`config.mk`:
```
export PLATFORM = sky130hd
export DESIGN_NAME = psdv_ram
export DESIGN_NICKNAME = d
export VERILOG_FILES = /design/src/rtl/core/psdv_ram.sv
export SDC_FILE = /design/constraint.sdc
export NUM_CORES = 1
export LEC_CHECK = 0
export BUFFER_PORTS_ARGS = -buffer_cell sky130_fd_sc_hd__buf_4
export CAP_MARGIN = 20
export CORE_MARGIN = 5
export CORE_UTILIZATION = 35
export CTS_BUF_LIST = sky130_fd_sc_hd__clkbuf_2
export DETAILED_ROUTE_END_ITERATION = 10
export PLACE_DENSITY = 0.47
export SKIP_LAST_GASP = 1
export SLEW_MARGIN = 25
export SYNTH_ARGS = -nofsm -noshare
export SYNTH_HDL_FRONTEND = slang
export SYNTH_SLANG_ARGS = --single-unit
```
`constraint.sdc`:
```
create_clock -name clk -period 5.7 [get_ports clk]
set_clock_uncertainty 0.2 [all_clocks]
set_input_delay 1.14 -clock clk [delete_from_list [all_inputs] [get_ports clk]]
set_output_delay 1.14 -clock clk [all_outputs]
set_load 0.05 [all_outputs]
```
`src/rtl/core/psdv_ram.sv`:
```
// Generic simple dual-port RAM with one write port and a registered read port.
module psdv_ram #(
	parameter int WIDTH = 16,
	parameter int DEPTH = 64
) (
	input  logic                     clk,
	input  logic                     we,
	input  logic [$clog2(DEPTH)-1:0] waddr,
	input  logic [WIDTH-1:0]         wdata,
	input  logic [$clog2(DEPTH)-1:0] raddr,
	output logic [WIDTH-1:0]         rdata
);

	logic [WIDTH-1:0] mem_q [DEPTH];

	always_ff @(posedge clk) begin
		if (we) begin
			mem_q[waddr] <= wdata;
		end
		rdata <= mem_q[raddr];
	end

endmodule

```
# Word-level counts from Yosys, hierarchy flattened
# Memories as Yosys holds them, arrays and structs flattened. A register that Yosys moved wholly into a read port is not among the register bits.
# Index checks and enable logic that the tools add are counted.
# Widths: inputs -> output; s select.
# word_totals
register_bits	0
mem_bits_rw	1024
out_inout_bits	16
memories	1
# op_classes
mux	2
# mem_list
name	depth	word_bits	rd	rd_ports_with_merged_regs	wr	line	source
mem_q	64	16	1	1	1	14	logic [WIDTH-1:0] mem_q [DEPTH];
# ops
cell	count
$mux 1	2

# Logic depth before layout (Yosys ltp)
# depth
word_depth	2
depth_mapped	10

# Worst setup path after synthesis
# OpenSTA, ideal clock, no wires.
# synth_path
path_type	in2reg
start	in waddr[3]
end	mem mem_q[48][0] (enable)
setup_ns	0.409
arrival_ns	2.766
slack_ns	2.325
stages	4
n_path_buf	1
path_cell_list	clkbuf_1 nor2b_1 nand4b_1 nor3_1
# synth_lines
element	line	source
from (decl)	8	input logic [$clog2(DEPTH)-1:0] waddr,
to (decl)	14	
# No word-level cell before the write port.

# Final worst setup path
# layout_path
start	reg rdata[8], read port of mem_q
end	out rdata[8]
# layout_lines
element	line	source
from (decl)	11	output logic [WIDTH-1:0] rdata
# No word-level cell between the ends.

==> metrics.yaml <==
first_pass_iters: 7
initial_utilization_pct: 35.11
synth_cells: 1829
synthArstFlopShare_pct: 0
synth-warning-count: 0
synth-seq-cells: 1040
drt_iter0_markers: 1788
final_hold_viol_count: 0
cpPeakStageDelay_ns: 0.60
cts_tree: "built"
final.min_clock_period_ns: 3.681
drv.max_cap_violation_count: 0
dieArea_mm2: 0.1213
clkSlewWorstSetupHoldPaths_ns: 0.12
chipWidth_um: 348.2
rsz0062_at_grt: "no"
cts_inserted_buffers: 288
post-route-period-util_pct: 64.57
path_cells: "buf_4"
num_io_pins: 46
dpl_cell_area_mm2: 0.04232
worst_slew_margin_rel_pct: 31.34
run_status: "complete, no violations"
worstPathRequired_ns: 4.36
avgSynthCellArea_um2: 21.89
grt_pass1_vias: 21455
detailroute.via_count: 20241
critical_path.startpoint_type: "register"
tns_ns: 0
arrival_ns: 2.34
holdCritPathClass: "in -> reg"
routed_wl_um: 110900
place.detailed.hpwl_um: 64610
die_y_extent_um: 348.2
maximum_number_of_pins_on_one_net_before_global_route_repair: 89
wire_per_inst_um: 28.66
port-buffer-count: 45
post_route_cells_drive_above_1_share_pct: 35.64
worstSetupEndpointType: "primary output"
worst-slew-pin-transition_ns: 1.029
root_buffer: "sky130_fd_sc_hd__clkbuf_2"
vdd_ir_drop_max_uv: 175.6
dp_worst_setup_slack_ns: 1.103
wire_length_of_the_first_global_routing_pass_um: 157300
fmax_mhz: 271.7
post-route-drc-count: 0
nets_final: 2201
clock_latency_ns: 1.50
synth.yosys.seq_area_share_pct: 77.59
clock_sink_total: 1040
syn2layout_area_growth_pct: 12.25
critical_path.n_buffers_inverters: 1
setup_viol_count_final: 0
synthFlopType: "sky130_fd_sc_hd__edfxtp_1"
drt-vias-per-instance: 5.230
seq_area_mm2: 0.03107
track_usage_pct: 18.25
antenna_found_initial: 9
row_count: 124
report.power.total_mw: 14.42
ant_nets: 0
routabilityCongestion: 0.7909
crit_fanout: 1
nFillCells: 10405
post_synth_instance_area_mm2: 0.04004
report.final.slew_viol_count: 0
fin_area_mm2: 0.04495
multi_input_area_mm2: 0.008290
cts_max_level: 5
synth_edf_count: 1024
cp_slowest_cell: "sky130_fd_sc_hd__dfxtp_1"
cell_family_contributing_the_most_delay_on_the_critical_path: "flip-flops"
power.density_mw_per_mm2: 320.9
core_region_area_mm2: 0.1140
globalRouteOverflowTotal: 0
cts_max_path_buffers: 4
leakage_nw: 14.65
synth_cell_types: 43
timing_worst_setup_path_type: "reg -> out"
syn-num-nets: 1859
cts_resized: 0
setup_slack_after_layout_ns: 2.019
[sequential cells by signal, indices dropped and copies added (netlist names)]
register / count
rdata: 16
mem_q: 1024
[what timing repair did]
action                                 in CTS  in global routing
setup buffers                               0                  0
hold buffers                               22                  0
endpoints found under the hold margin     872                  0
[layer usage]
metal | track usage (%) | share of wire (%) | vias to the layer above | wire [µm]
met4 | 6.148 | 2.2 | 0 | 2408
li1 | - | - | 8520 | -
met3 | 5.113 | 7.1 | 145 | 7832
met5 | 0 | 0 | - | 0
met1 | 24.84 | 43 | 10822 | 47600
met2 | 28.50 | 48 | 754 | 53060
[cell usage after synthesis, drive strengths merged, types with 12 or more instances]
| cell type | n | share of area (%) |
|---|---|---|
| mux2 | 27 | 0.76 |
| clkbuf | 27 | 0.27 |
| nor2b | 30 | 0.47 |
| nand3 | 24 | 0.30 |
| nand2 | 60 | 0.58 |
| a21oi | 17 | 0.21 |
| nand4 | 12 | 0.19 |
| mux2i | 85 | 2.1 |
| a22oi | 39 | 0.73 |
| buf | 77 | 1.6 |
| mux4 | 224 | 13 |
| edfxtp | 1024 | 77 |
| a221oi | 16 | 0.35 |
| dfxtp | 16 | 0.80 |
| nor2 | 74 | 0.71 |
[power by group]
| group | leakage (nW) | switching, mW | internal [mW] |
|---|---|---|---|
| clock | 1.90 | 2.96 | 2.08 |
| sequential | 9.35 | 0.0418 | 8.45 |
| combinational | 3.40 | 0.589 | 0.294 |
[area by class of cell]
class | instances | share of cell area [%]
multi-input combinational | 685 | 18.44
sequential | 1040 | 69.13
antenna | 7 | 0.03897
clock buffer | 422 | 4.699
timing repair buffer | 156 | 2.881
tap | 1512 | 4.209
clock inverter | 48 | 0.6013
[cell usage in the layout (no fill, tap or decap), types with 8 or more instances in the layout]
| cell | Yosys | layout |
|---|---|---|
| sky130_fd_sc_hd__nor2_1 | 72 | 67 |
| sky130_fd_sc_hd__clkbuf_2 | 2 | 422 |
| sky130_fd_sc_hd__dlygate4sd3_1 | 0 | 22 |
| sky130_fd_sc_hd__buf_4 | 13 | 127 |
| sky130_fd_sc_hd__mux4_2 | 220 | 220 |
| sky130_fd_sc_hd__mux2_2 | 27 | 27 |
| sky130_fd_sc_hd__a311oi_1 | 8 | 8 |
| sky130_fd_sc_hd__a221oi_1 | 16 | 16 |
| sky130_fd_sc_hd__a211oi_1 | 8 | 8 |
| sky130_fd_sc_hd__dfxtp_1 | 16 | 16 |
| sky130_fd_sc_hd__nor2b_1 | 30 | 27 |
| sky130_fd_sc_hd__edfxtp_1 | 1024 | 1024 |
| sky130_fd_sc_hd__inv_2 | 0 | 8 |
| sky130_fd_sc_hd__nand2_1 | 59 | 59 |
| sky130_fd_sc_hd__a21oi_1 | 17 | 17 |
| sky130_fd_sc_hd__nand4_1 | 12 | 12 |
| sky130_fd_sc_hd__clkinv_1 | 0 | 31 |
| sky130_fd_sc_hd__nand3_1 | 24 | 24 |
| sky130_fd_sc_hd__mux2i_1 | 85 | 85 |
| sky130_fd_sc_hd__a22oi_1 | 39 | 39 |
| sky130_fd_sc_hd__a211o_1 | 8 | 8 |
[stage by stage]
| step | utilization (%) | cells | hold slack (ns) |
|---|---|---|---|
| final | 39.42 | 3870 | 0.2457 |
| after global routing | 39.41 | 3868 | 0.09621 |
| after CTS | 39.39 | 3863 | 0.01064 |
| after detailed placement | 37.11 | 3371 | 0.6791 |
| after global placement | 37.09 | 3370 | 0.6644 |
| after floorplan | - | 1829 | 0.5503 |
[final timing paths]
path                         to  depth (start not counted)     startpoint  slack, ns
setup / recovery       rdata[8]                          1       rdata[8]       2.02
hold / removal    mem_q[39][11]                          3       waddr[3]       0.25
setup reg to reg      rdata[15]                          5  mem_q[23][15]       3.08
hold reg to reg       rdata[10]                          5  mem_q[63][10]       0.61
[cells by family after synthesis]
kind of cell / synth area share, %
flip-flops: 77.59
multiplexers: 15.52
AND/OR/NAND/NOR: 2.647
AO/OA/AOI/OAI: 2.409
buffers and inverters: 1.831
Note: power is estimated with default switching activity, not from simulation.
